### config.mk
export PLATFORM = sky130hd
export DESIGN_NAME = x86_status_flags_unit
export DESIGN_NICKNAME = d
export VERILOG_FILES = /design/src/rtl/core/xsf_pkg.sv /design/src/rtl/core/x86_status_flags_unit.sv
export SDC_FILE = /design/constraint.sdc
export NUM_CORES = 1
export LEC_CHECK = 0
export BUFFER_PORTS_ARGS = -buffer_cell sky130_fd_sc_hd__buf_2
export CAP_MARGIN = 10
export CELL_PAD_IN_SITES_DETAIL_PLACEMENT = 2
export CELL_PAD_IN_SITES_GLOBAL_PLACEMENT = 2
export CORE_UTILIZATION = 23
export DETAILED_ROUTE_END_ITERATION = 8
export GPL_ROUTABILITY_DRIVEN = 0
export PLACE_DENSITY_LB_ADDON = 0.08
export SYNTH_ARGS = -nofsm -noshare
export SYNTH_HDL_FRONTEND = slang
export SYNTH_SLANG_ARGS = --single-unit
### constraint.sdc
create_clock -name clk_i -period 1.9 [get_ports clk_i]
set_input_delay 0.19 -clock clk_i [delete_from_list [all_inputs] [get_ports clk_i]]
set_output_delay 0.19 -clock clk_i [all_outputs]
set_load 0.02 [all_outputs]
### src/rtl/core/xsf_pkg.sv
// Package for the x86 status flags unit: transaction structs, item kinds,
// operand size codes and condition code names. No dependencies.

package xsf_pkg;

  localparam logic [2:0] KIND_ADD   = 3'd0;
  localparam logic [2:0] KIND_SUB   = 3'd1;
  localparam logic [2:0] KIND_LOGIC = 3'd2;
  localparam logic [2:0] KIND_COND  = 3'd3;
  localparam logic [2:0] KIND_READ  = 3'd4;
  localparam logic [2:0] KIND_WRITE = 3'd5;

  localparam logic [1:0] SIZE_8  = 2'd0;
  localparam logic [1:0] SIZE_16 = 2'd1;
  localparam logic [1:0] SIZE_32 = 2'd2;
  localparam logic [1:0] SIZE_64 = 2'd3;

  // Condition code pairs; the low code bit inverts the test.
  localparam logic [2:0] CC_O  = 3'd0;
  localparam logic [2:0] CC_C  = 3'd1;
  localparam logic [2:0] CC_Z  = 3'd2;
  localparam logic [2:0] CC_BE = 3'd3;
  localparam logic [2:0] CC_S  = 3'd4;
  localparam logic [2:0] CC_P  = 3'd5;
  localparam logic [2:0] CC_L  = 3'd6;
  localparam logic [2:0] CC_LE = 3'd7;

  // Always-one bits of the packed flags word (bits 1 and 9).
  localparam logic [63:0] FIXED_ONES = 64'h0000_0000_0000_0202;

  typedef struct packed {
    logic [2:0]  kind;
    logic [1:0]  size_sel;
    logic [63:0] result_value;
    logic [63:0] left_value;
    logic [63:0] right_value;
    logic        keep_carry;
    logic        equal_zero;
    logic [3:0]  condition_code;
    logic [63:0] flags_in;
  } xsf_in_t;

  typedef struct packed {
    logic        carry_flag;
    logic        parity_flag;
    logic        adjust_flag;
    logic        zero_flag;
    logic        sign_flag;
    logic        overflow_flag;
    logic        direction_flag;
    logic        condition_true;
    logic [63:0] flags_word;
  } xsf_out_t;

  typedef struct packed {
    logic cf;
    logic pf;
    logic af;
    logic zf;
    logic sf;
    logic of;
    logic df;
  } xsf_flags_t;

endpackage

### src/rtl/core/x86_status_flags_unit.sv
// x86 status flags unit: flag state, flag update, condition test, flags word
// pack/unpack. Depends on xsf_pkg.
//
//   channel  dir  handshake               payload
//   in       in   in_valid_i/in_stall_o   in_data_i  (xsf_in_t)
//   out      out  out_valid_o/out_stall_i out_data_o (xsf_out_t)
//
// One transaction per cycle unless stalled; result registered on acceptance.
// Flags update and result capture happen at the same edge, from the input port
// through one level of compare/select logic into the result register.
// Reset clears all flags and empties the result register.
// in_stall_o is high only while a result is held and out_stall_i is high.

module x86_status_flags_unit
  import xsf_pkg::*;
(
  input  logic     clk_i,
  input  logic     rst_ni,
  input  logic     in_valid_i,
  output logic     in_stall_o,
  input  xsf_in_t  in_data_i,
  output logic     out_valid_o,
  input  logic     out_stall_i,
  output xsf_out_t out_data_o
);

  xsf_flags_t flags_q, flags_d;
  xsf_out_t   out_q, out_d;
  logic       out_valid_q, out_valid_d;
  logic       accept;

  logic [63:0] mask;
  logic [63:0] res_m, lhs_m, rhs_m, fin_m;
  logic        res_msb, lhs_msb, rhs_msb, xor_msb;
  logic        slt, cond_raw, cond_out;
  logic [63:0] packed_word;

  assign in_stall_o = out_valid_q && out_stall_i;
  assign accept     = in_valid_i && !in_stall_o;

  always_comb begin
    case (in_data_i.size_sel)
      SIZE_8:  mask = 64'h0000_0000_0000_00ff;
      SIZE_16: mask = 64'h0000_0000_0000_ffff;
      SIZE_32: mask = 64'h0000_0000_ffff_ffff;
      default: mask = '1;
    endcase
  end

  assign res_m = in_data_i.result_value & mask;
  assign lhs_m = in_data_i.left_value & mask;
  assign rhs_m = in_data_i.right_value & mask;
  assign fin_m = in_data_i.flags_in & mask;

  // add overflow term: ~(l ^ r) & (res ^ l)
  always_comb begin
    logic [63:0] ovf_vec;
    ovf_vec = ~(lhs_m ^ rhs_m) & (res_m ^ lhs_m);
    case (in_data_i.size_sel)
      SIZE_8: begin
        res_msb = res_m[7];  lhs_msb = lhs_m[7];  rhs_msb = rhs_m[7];  xor_msb = ovf_vec[7];
      end
      SIZE_16: begin
        res_msb = res_m[15]; lhs_msb = lhs_m[15]; rhs_msb = rhs_m[15]; xor_msb = ovf_vec[15];
      end
      SIZE_32: begin
        res_msb = res_m[31]; lhs_msb = lhs_m[31]; rhs_msb = rhs_m[31]; xor_msb = ovf_vec[31];
      end
      default: begin
        res_msb = res_m[63]; lhs_msb = lhs_m[63]; rhs_msb = rhs_m[63]; xor_msb = ovf_vec[63];
      end
    endcase
  end

  assign slt = (lhs_msb != rhs_msb) ? lhs_msb : (lhs_m < rhs_m);

  always_comb begin
    case (in_data_i.condition_code[3:1])
      CC_O:    cond_raw = flags_q.of;
      CC_C:    cond_raw = flags_q.cf;
      CC_Z:    cond_raw = flags_q.zf;
      CC_BE:   cond_raw = flags_q.cf | flags_q.zf;
      CC_S:    cond_raw = flags_q.sf;
      CC_P:    cond_raw = flags_q.pf;
      CC_L:    cond_raw = flags_q.sf ^ flags_q.of;
      default: cond_raw = flags_q.zf | (flags_q.sf ^ flags_q.of);
    endcase
  end
  assign cond_out = cond_raw ^ in_data_i.condition_code[0];

  always_comb begin
    packed_word     = FIXED_ONES;
    packed_word[0]  = flags_q.cf;
    packed_word[2]  = flags_q.pf;
    packed_word[4]  = flags_q.af;
    packed_word[6]  = flags_q.zf;
    packed_word[7]  = flags_q.sf;
    packed_word[10] = flags_q.df;
    packed_word[11] = flags_q.of;
  end

  always_comb begin
    flags_d = flags_q;
    out_d   = out_q;
    if (accept) begin
      out_d.condition_true = 1'b0;
      out_d.flags_word     = '0;
      case (in_data_i.kind)
        KIND_ADD, KIND_SUB: begin
          flags_d.sf = res_msb;
          flags_d.pf = ~^res_m[7:0];
          flags_d.af = lhs_m[4] ^ rhs_m[4] ^ res_m[4];
          if (in_data_i.kind == KIND_ADD) begin
            flags_d.zf = (res_m == '0);
            if (!in_data_i.keep_carry) flags_d.cf = (res_m < lhs_m);
            flags_d.of = xor_msb;
          end else begin
            flags_d.zf = in_data_i.equal_zero ? (lhs_m == rhs_m) : (res_m == '0);
            if (!in_data_i.keep_carry) flags_d.cf = (lhs_m < rhs_m);
            flags_d.of = res_msb ^ slt;
          end
        end
        KIND_LOGIC: begin
          flags_d.sf = res_msb;
          flags_d.pf = ~^res_m[7:0];
          flags_d.af = 1'b0;
        end
        KIND_COND: begin
          out_d.condition_true = cond_out;
        end
        KIND_READ: begin
          out_d.flags_word = packed_word & mask;
        end
        KIND_WRITE: begin
          flags_d.cf = fin_m[0];
          flags_d.pf = fin_m[2];
          flags_d.af = fin_m[4];
          flags_d.zf = fin_m[6];
          flags_d.sf = fin_m[7];
          if (in_data_i.size_sel != SIZE_8) begin
            flags_d.df = fin_m[10];
            flags_d.of = fin_m[11];
          end
        end
        default: ;
      endcase
      out_d.carry_flag     = flags_d.cf;
      out_d.parity_flag    = flags_d.pf;
      out_d.adjust_flag    = flags_d.af;
      out_d.zero_flag      = flags_d.zf;
      out_d.sign_flag      = flags_d.sf;
      out_d.overflow_flag  = flags_d.of;
      out_d.direction_flag = flags_d.df;
    end
  end

  always_comb begin
    out_valid_d = out_valid_q;
    if (accept) begin
      out_valid_d = 1'b1;
    end else if (out_valid_q && !out_stall_i) begin
      out_valid_d = 1'b0;
    end
  end

  always_ff @(posedge clk_i or negedge rst_ni) begin
    if (!rst_ni) begin
      flags_q     <= '0;
      out_valid_q <= 1'b0;
    end else begin
      flags_q     <= flags_d;
      out_valid_q <= out_valid_d;
    end
  end

  always_ff @(posedge clk_i) begin
    out_q <= out_d;
  end

  assign out_valid_o = out_valid_q;
  assign out_data_o  = out_q;

  a_stall_needs_result: assert property (@(posedge clk_i) disable iff (!rst_ni)
    in_stall_o |-> out_valid_o)
    else $error("input stalled without a held result");

  a_cond_no_word: assert property (@(posedge clk_i) disable iff (!rst_ni)
    (out_valid_o && out_data_o.condition_true) |-> (out_data_o.flags_word == '0))
    else $error("condition result carries a flags word");

  a_word_fixed_bit: assert property (@(posedge clk_i) disable iff (!rst_ni)
    (out_valid_o && (out_data_o.flags_word != '0)) |-> out_data_o.flags_word[1])
    else $error("flags word lacks fixed bit 1");

  a_result_matches_state: assert property (@(posedge clk_i) disable iff (!rst_ni)
    out_valid_o |-> (out_data_o.carry_flag == flags_q.cf &&
                     out_data_o.overflow_flag == flags_q.of &&
                     out_data_o.direction_flag == flags_q.df))
    else $error("held result differs from flag state");

  a_flags_stable_idle: assert property (@(posedge clk_i) disable iff (!rst_ni)
    !accept |=> $stable(flags_q))
    else $error("flags changed without a transaction");

endmodule

==> out/metrics.csv <==
stage;metric;value;unit
sta;finalHoldViolations;0;
global_route;overflow;0;
power;swShare;0.4105;
synth;synth_adder_area_share;0.2702;
synth;synthMuxAreaShare;0.01487;
layout;fill_cells;3062;
layout;final_area;0.009126;sq mm
sta;setup_viol;6;
setup_path;arrival;2750;ps
power;power_switching;1.358;mW
synth;yosysTopAreaCell;ha_1;
routing;first_pass_iters;4;
synth;synth_compound_area_frac;0.1682;
placement;port_buffers;232;
clock_network;htree_levels;1;
layout;final_util;0.3603;
placement;place_area;0.008574;sq mm
sta;finalCriticalPeriod;2663;ps
routing;wl_met1;11180;microns
synth;synthFlopType;edfxtp_1;
synth;syn_inst;821;
synth;yosys.area_share.simple;0.2685;
routing;dr_wl_met2;13330;microns
sta;skew;2.063;ps
global_route;grt_pass1_wl;39180;microns
synth;ys_ff_latch;25;
routing;routedWlPerCell;16.83;microns
routing;drc_errors;0;
power;p_seq_frac;0.213;
power;clkPwrFrac;0.147;
power;p_int;1.950;mW
floorplanning;pin_count;345;
floorplanning;coreArea;0.02533;sq mm
setup_path;required;1990;ps
power;p_leak;5.103;nW
synth;synth_most_common_cell;nand2_1;
layout;area_growth;52.79;%
global_route;grt_pass1_vias;7653;
layout;final_nets;1596;
power;power_frac_comb;0.640;
layout;layoutNonFillerInstCount;1529;
clock_network;clk_latency;260;ps
run;maxCapViolCount;0;
setup_path;r2r_setup_slack;290;ps
clock_network;clk_path_buf_depth;2;
floorplanning;die_w;163.2;microns
sta;finalMaxSlewViolations;0;
sta;fmax;375.5;MHz
power;pwr_density_cell;362.4;mW/mm^2
setup_path;start_kind;primary input;
synth;synth.distinct_cells;59;
floorplanning;rows;58;
floorplanning;die_area;0.02662;sq mm
synth;synth_xor_area_frac;0.01173;
placement;place_ws;-1213;ps
synth;synth_commonest_cells;nand2_1 (140), ha_1 (129), inv_1 (91);
global_route;antenna_found_initial;4;
min_path;hp-class;in -> reg;
routing;num_vias;6989;
synth;syn_area_per_cell;7.276;sq um
synth;ys_seq_area_frac;0.1190;
routing;via_per_inst;4.571;
setup_path;crit_path_max_fanout;8;
outcome;status;finished, violations left;
clock_network;cts.clk_slew.worst_paths;70;ps
sta;fin_ws;-763.2;ps
routing;drtIter0Drc;108;
clock_network;cts.sinks;25;
layout;drive_gt1_frac;0.3958;
routing;ant_nets;0;
clock_network;numCtsBuffers;3;
synth;synth_edf_count;17;
global_route;grt_max_degree;40;
power;ir_worst_vdd;0.2976;mV
synth;synth_area;0.005973;sq mm
setup_path;end_kind;register;
routing;highest-signal-layer;met5;
sta;period_share;1.402;
floorplanning;die_h;163.2;microns
routing;wl_met3;1026;microns
floorplanning;initial_core_util;0.2358;
routing;wirelength;25730;microns
synth;async_flop_share;0.3200;
placement;place_inst;1508;
placement;place_hpwl;22840;microns
outcome;violations;negative setup slack;
sta;rsz0062_at_grt;yes;
global_route;grtUsageTotal;0.1875;
setup_path;path_class;in -> reg;
clock_network;tritoncts;built;
clock_network;root_buffer;clkbuf_16;
synth;synth_top_family_by_area;adder cells;
synth;yosysWarningCount;0;
synth;synth.area.top_cells;ha_1 (27%), nand2_1 (8.8%), edfxtp_1 (8.5%);
synth;synth_top_area_share;0.2702;
## flip-flops by register name, indices dropped and copies added, names as in the netlist
name,count
out_valid_o,1
out_data_o,17
flags_q,7
## layer usage
metal,vias to the layer above,track usage
li1,3538,-
met1,3275,0.2318
met2,160,0.3559
met3,14,0.01752
met4,2,0.02039
met5,-,0
## power by group through the flow
stage	clock [mW]	sequential [mW]	combinational, mW
2_1_floorplan	0	0.737	1.11
3_3_place_gp	0	0.715	1.94
3_5_place_dp	0	0.718	1.98
4_1_cts	0.495	0.706	2.05
5_1_grt	0.519	0.714	2.36
6_report	0.486	0.704	2.12
## through the flow
| stage | hold slack, ps | power (mW) | setup TNS, ps |
|---|---|---|---|
| 2_1_floorplan | -105.6 | 1.846 | -4467 |
| 3_5_place_dp | 69.31 | 2.701 | -6770 |
| 4_1_cts | 136.4 | 3.255 | -3716 |
| 6_report | 138.9 | 3.307 | -3761 |
| 3_3_place_gp | 68.62 | 2.651 | -6575 |
| 5_1_grt | 151.1 | 3.593 | -4867 |
## cells by family (layout without fill, tap and decap cells)
| kind of cell | count (synthesis) | in the layout |
|---|---|---|
| AOI/OAI and AO/OA | 153 | 153 |
| xor gates and xnor gates | 8 | 8 |
| adders and majority gates | 129 | 129 |
| buffers and inverters | 177 | 496 |
| DFF | 25 | 25 |
| muxes | 6 | 6 |
| other | 1 | 59 |
| and+or+nand+nor | 322 | 323 |
## worst paths after layout
path,start,end,cells after the start
hold reg to reg,flags_q[4],flags_q[4],2
setup reg to reg,flags_q[6],out_data_o[71],8
hold / removal,in_valid_i,out_valid_o,2
max in group asynchronous,rst_ni,flags_q[4],2
setup / recovery,in_data_i[263],out_data_o[66],15
min in group asynchronous,rst_ni,flags_q[2],2
## critical path, cell delays in order
cell       delay, ps
buf_12           120
and2_4           200
clkbuf_16        170
nand2_1          100
inv_1             50
ha_1             300
nand4_1          180
inv_1            120
a221oi_4         370
nor2b_4          200
a311o_1          190
o211ai_1         110
nand2_1          120
xnor2_2           70
a311oi_1         240
## what timing repair did
action	4_1_cts	5_1_grt
pin swaps	22	25
gates resized for setup	38	29
setup endpoints to repair	6	6
setup buffers	4	6
endpoints found under the hold margin	8	0
cloned	1	2
hold buffers	1	0
## layout make-up
type,instances,area [sq um],area share
multi-input combinational,674,4965,0.5440
timing repair buffer,400,2600,0.2849
sequential,25,710.7,0.07787
tap,330,412.9,0.04524
inverter,92,345.3,0.03784
clock buffer,3,75.07,0.008226
antenna,4,10.01,0.001097
clock inverter,1,7.507,0.0008226
## cell usage in the layout (no fill, tap or decap), types with 4 or more instances in the layout
cell and instances:
a211oi_2 4, a21o_1 30, a21oi_1 34, a21oi_2 6, and2_1 32, and3_1 45
buf_12 9, buf_2 230, buf_4 154, clkbuf_16 5, conb_1 55, dfrtp_1 8
diode_2 4, edfxtp_1 17, ha_1 120, ha_4 9, inv_1 88, nand2_1 124
nand2_2 13, nand2b_1 4, nand3_1 12, nand4_1 25, nor2_1 16, nor2b_1 5
nor3_1 8, nor4_1 15, o211ai_1 8, o21ai_0 28, o21ai_1 5, xor2_1 5
No activity file was read; power rests on OpenSTA's default activity.
